===== src/hw/rtl/grid_block_binner_core_defines.svh =====
// Assertion macros shared by the grid block binner RTL.
`ifndef GRID_BLOCK_BINNER_CORE_DEFINES_SVH
`define GRID_BLOCK_BINNER_CORE_DEFINES_SVH

// The consequent must hold in the same cycle as the antecedent.
`define GBB_ASSERT_IMP(label, ante, cons, msg) \
  label: assert property (@(posedge clk) disable iff (!rst_n) (ante) |-> (cons)) \
    else $error(msg);

// The consequent must hold in the cycle after the antecedent.
`define GBB_ASSERT_NXT(label, ante, cons, msg) \
  label: assert property (@(posedge clk) disable iff (!rst_n) (ante) |=> (cons)) \
    else $error(msg);

// The expression must hold in every cycle out of reset.
`define GBB_ASSERT_ALW(label, expr, msg) \
  label: assert property (@(posedge clk) disable iff (!rst_n) (expr)) \
    else $error(msg);

`endif


===== src/hw/rtl/gbb_pkg.sv =====
// Shared widths, codes and controller/datapath interface types of the grid block binner.
`default_nettype none

package gbb_pkg;

  // Field widths of the request and result beats
  localparam int IDX_W      = 14;
  localparam int PIX_W      = 9;
  localparam int OFS_W      = 6;
  localparam int ID_W       = 6;
  localparam int SLOT_OUT_W = 5;
  localparam int CFG_IDX_W  = 1;

  // Magnitude bits of a coordinate once the offset and pad are taken off
  localparam int POS_W = 10;

  // Configuration register indexes
  typedef enum logic [CFG_IDX_W-1:0] {
    REG_MESH_OFFSET_X = 1'b0,
    REG_MESH_OFFSET_Y = 1'b1
  } cfg_reg_t;

  // Result status codes
  typedef enum logic [2:0] {
    ST_BINNED   = 3'd0,
    ST_OUTSIDE  = 3'd1,
    ST_FULL     = 3'd2,
    ST_DRAINED  = 3'd3,
    ST_EMPTY    = 3'd4
  } status_t;

  // Commands from the controller to the datapath
  typedef struct packed {
    logic load;
    logic div;
    logic loc;
    logic frd;
    logic bin_commit;
    logic drain_start;
    logic drain_emit;
    logic empty_emit;
  } gbb_cmd_t;

  // Status from the datapath to the controller
  typedef struct packed {
    logic out_free;
    logic drain_empty;
    logic drain_last;
  } gbb_stat_t;

endpackage

`default_nettype wire


===== src/hw/rtl/gbb_ctrl.sv =====
// Controller state machine that sequences bin and drain requests.
`default_nettype none

module gbb_ctrl
  import gbb_pkg::*;
(
  input  logic      clk,
  input  logic      rst_n,
  input  logic      in_valid,
  input  logic      in_req_type,
  output logic      in_ready,
  input  gbb_stat_t stat,
  output gbb_cmd_t  cmd
);

  typedef enum logic [8:0] {
    S_IDLE = 9'b0_0000_0001,
    S_DIV  = 9'b0_0000_0010,
    S_LOC  = 9'b0_0000_0100,
    S_FRD  = 9'b0_0000_1000,
    S_BUPD = 9'b0_0001_0000,
    S_DRD  = 9'b0_0010_0000,
    S_DCHK = 9'b0_0100_0000,
    S_ERD  = 9'b0_1000_0000,
    S_EOUT = 9'b1_0000_0000
  } state_t;

  state_t state_r;
  state_t state_nxt;

  // Next state and commands
  always_comb begin
    state_nxt = state_r;
    cmd       = '0;
    unique case (state_r)
      S_IDLE: begin
        if (in_valid) begin
          cmd.load  = 1'b1;
          state_nxt = in_req_type ? S_DRD : S_DIV;
        end
      end
      S_DIV: begin
        cmd.div   = 1'b1;
        state_nxt = S_LOC;
      end
      S_LOC: begin
        cmd.loc   = 1'b1;
        state_nxt = S_FRD;
      end
      S_FRD: begin
        cmd.frd   = 1'b1;
        state_nxt = S_BUPD;
      end
      S_BUPD: begin
        if (stat.out_free) begin
          cmd.bin_commit = 1'b1;
          state_nxt      = S_IDLE;
        end
      end
      S_DRD: begin
        state_nxt = S_DCHK;
      end
      S_DCHK: begin
        if (stat.drain_empty) begin
          if (stat.out_free) begin
            cmd.empty_emit = 1'b1;
            state_nxt      = S_IDLE;
          end
        end else begin
          cmd.drain_start = 1'b1;
          state_nxt       = S_ERD;
        end
      end
      S_ERD: begin
        state_nxt = S_EOUT;
      end
      S_EOUT: begin
        if (stat.out_free) begin
          cmd.drain_emit = 1'b1;
          state_nxt      = stat.drain_last ? S_IDLE : S_ERD;
        end
      end
      default: begin
        state_nxt = S_IDLE;
      end
    endcase
  end

  // State register
  always_ff @(posedge clk) begin
    if (!rst_n) begin
      state_r <= S_IDLE;
    end else begin
      state_r <= state_nxt;
    end
  end

  assign in_ready = (state_r == S_IDLE);

endmodule

`default_nettype wire


===== config.mk =====
export PLATFORM = sky130hd
export DESIGN_NAME = gbb_ctrl
export DESIGN_NICKNAME = d
export VERILOG_FILES = /design/src/hw/rtl/grid_block_binner_core_defines.svh /design/src/hw/rtl/gbb_pkg.sv /design/src/hw/rtl/gbb_ctrl.sv
export SDC_FILE = /design/constraint.sdc
export NUM_CORES = 1
export LEC_CHECK = 0
export BUFFER_PORTS_ARGS = -buffer_cell sky130_fd_sc_hd__buf_2
export CORE_MARGIN = 1
export CORE_UTILIZATION = 25
export DETAILED_ROUTE_END_ITERATION = 8
export GPL_TIMING_DRIVEN = 0
export SLEW_MARGIN = 15
export SYNTH_ARGS = -nofsm -noshare
export SYNTH_HDL_FRONTEND = slang
export SYNTH_SLANG_ARGS = --single-unit

===== constraint.sdc =====
create_clock -name clk -period 2.75 [get_ports clk]
set_input_delay 0.825 -clock clk [delete_from_list [all_inputs] [get_ports clk]]
set_output_delay 0.825 -clock clk [all_outputs]
set_load 0.01 [all_outputs]

# == Yosys cells after proc, flatten, opt, wreduce, memory -nomap -nowiden ==
# Index checks and enable logic that the tools add are counted.
# totals
regBits,9
in_bits,7
out_inout_bits,9
word_cells,32
# op_classes
n_eq_ne,11
n_mux,19
n_reduce_logical,1
# op_table
op,n
$pmux W9 S9,1
$mux W9,4
$mux W1,12
$eq A9 B1 Y1 const B,1
$eq A9 B2 Y1 const B,1
$eq A9 B3 Y1 const B,1
$eq A9 B4 Y1 const B,1
$eq A9 B5 Y1 const B,1
$eq A9 B6 Y1 const B,1
$eq A9 B7 Y1 const B,1
$eq A9 B8 Y1 const B,1
$eq A9 B9 Y1 const B,1
$mux W8,1
$mux W6,1
$ne A2 B2 Y1 const B,2
$reduce_and A2 Y1,1

# == Logic depth before layout (Yosys ltp) ==
# logic_depth
word_depth,3
depth_mapped,5
ltp_nobuf,4

# == Least setup slack after synthesis ==
# No wires, ideal clock.
# synth_path
path_kind,register to output
start,register state_r[5]
end,output port cmd[0] (netlist name)
arrival_time_ns,1.448
required_time_ns,1.925
slack_ns,0.477
path_stages_with_launch,4
path_buffers,0
cell_sequence,dfxtp_1 -> or4_4 -> or2_4 -> nor3_1
# synth_rtl
item,line_no,text
from (decl),gbb_ctrl.sv:28,state_t state_r;
from (signal assigned),gbb_ctrl.sv:94,state_r <= state_nxt;
to (decl),gbb_ctrl.sv:13,output gbb_cmd_t cmd

==> metrics.txt <==
syn nets 81; post-synthesis cell count 74; Worst Max-Slew Pin Slew 0.498 ns; grt ovf 0; postcts setup bufs 0; antenna diode count 0; Finish-stage setup viols 0; Seq/Total Area, Yosys between 20 and 30%; number of global-route vias before repair 558; pin count of the biggest net entering global routing 11; critical path required time between 1.5 and 2 ns; gpl congestion 0.788; area of the core 2250 sq um; Clock Skew 0.00227 ns; CP Capture Type primary output; fin area 744 sq um; Vias/cell 5.13; Reg clk slew, reported paths 0.06 ns; die width a little over 50 um; Largest register FFs 9; synth-to-layout area growth 21.4%; num ports 16; # port buffers 14; die area 2650 sq um; mapped cell area 613 sq um; Root Driver clkbuf_4; maximum vdd drop 0.000182 V; HP Class reg2reg; Largest regs state_r x9; commonest non-fill, non-tap cell in the layout buf_2; RSZ-0062 raised after global routing false; GRT Total Usage 11.9%; maxcap violations 0; total CTS buffers 3; final-stage net count 100; Detailed Routing Iterations Pass 1 4; Die Ht 51.5 um; Period minus WS final 2.63 ns; Placement Setup Slack 0.414 ns; CTS max path bufs 2; Syn Area/Cell 8.28 sq um; final setup margin 0.116 ns; share of cells above drive strength 1 28.3%; leak pwr 0.302 nW; Pins Over Slew Limit 0; row cnt 17; critical path class reg2out; Reg with most FFs state_r; final hold vios 0; fillers 268; Worst slew margin 66.6%; commonest cells after routing, fill and taps aside buf_2, dfxtp_1, nor2_1, nand2_1, nor3_1; register-to-register setup slack ~1.1 ns; number of remaining DRC errors 0; final setup TNS 0 ns; Power Density 423 nW/um^2; fin crit share 95.8%; DP Wirelength 1070 um; Syn. warnings 0; CP Launch Type flop; post-synth cell types 33; CTS H-tree lvls 1; ANT nets after route 0; Clock Latency Late Sink 0.28 ns; post-CTS sizing 0; vias 615; initial antenna violation count 0; placed cell area 718 sq um; outcome complete, no violations; Initial Util 27.2%; initial DRC count 11; DR WL/cell 11.7 um; TritonCTS clock tree built; clk sinks 9; Routed WL between 1000 and 1500 um; hold bufs inserted after CTS 0; worst-path fanout max 7; crit path DAT 1.81 ns; first-pass GRT wire length 2360 um; Fmax 380 MHz; FF+latch count, synth 9
layer usage:
metal  up-vias  track usage (%)  share of wire (%)
met5         -                0                  0
met4         0             4.05                1.2
met3         2             4.39                6.3
met2        14             18.6                 45
met1       288             15.0                 47
li1        311                -                  -
metrics by stage:
stage	hold WS, ns	utilization (%)	std cells	total power [mW]
finish	0.567	33.0	120	0.315
global route	0.592	33.0	120	0.333
CTS	0.558	33.0	120	0.319
detailed placement	0.546	31.9	116	0.210
global placement	0.534	31.9	116	0.208
floorplan	0.503	-	74	0.190
cell families (layout without fill, tap and decap cells):
kind of cell | Yosys count | in the layout | share of synthesized area, %
flip-flops | 9 | 9 | 29.4
AND/OR/NAND/NOR | 40 | 40 | 43.1
XOR/XNOR | 3 | 3 | 4.29
buffers and inverters | 7 | 25 | 4.49
AO/OA/AOI/OAI | 15 | 15 | 18.8
synthesized netlist by cell type, drive strengths merged:
master	number	share of area, %
o21ai	4	3.3
and3	1	1.0
dfxtp	9	29
nand2	6	3.7
or2	3	3.5
a31oi	1	1.0
nand4	2	2.0
o21a	1	1.2
o32ai	1	1.4
nor3b	1	1.2
nand3b	1	1.2
or4	1	1.8
nor2	6	3.7
o2111ai	2	2.9
nor3	6	6.7
nand2b	2	2.0
nor4	2	3.1
and4b	2	3.3
and2	4	4.1
inv	4	2.4
nand3	1	0.82
clkbuf	2	1.2
a211o	1	1.4
o221a	2	3.7
o211ai	1	1.2
a2111oi	1	1.4
xor2	3	4.3
a21boi	1	1.2
nor4b	2	4.9
buf	1	0.82
area by class of cell:
cell class	instances	area, sq um	share of cell area, %
well taps	28	35.0	4.71
clock buffers	4	26.3	3.53
flip-flops and latches	9	180	24.2
inverters	4	15.0	2.02
plain buffers	3	12.5	1.68
multi-input cells	58	405	54.5
repair buffers	14	70.1	9.41
worst max-delay path, stage by stage (launching register included):
cell     delay [ns]
dfxtp_1        0.38
or4_4          0.55
or2_4          0.27
nor3_1         0.18
buf_2          0.15
power breakdown:
group          switching [mW]  internal (mW)
Combinational          0.0333         0.0301
Sequential            0.00844          0.135
Clock                  0.0517         0.0563
path summary, 6_finish.rpt:
path | depth (start not counted) | from | endpoint
worst max register to register | 5 | state_r[6] | state_r[0]
worst min-delay path | 2 | state_r[5] | state_r[6]
worst min register to register | 2 | state_r[5] | state_r[6]
worst max-delay path | 4 | state_r[0] | cmd[0]
Power figures use the tool's default switching activity.
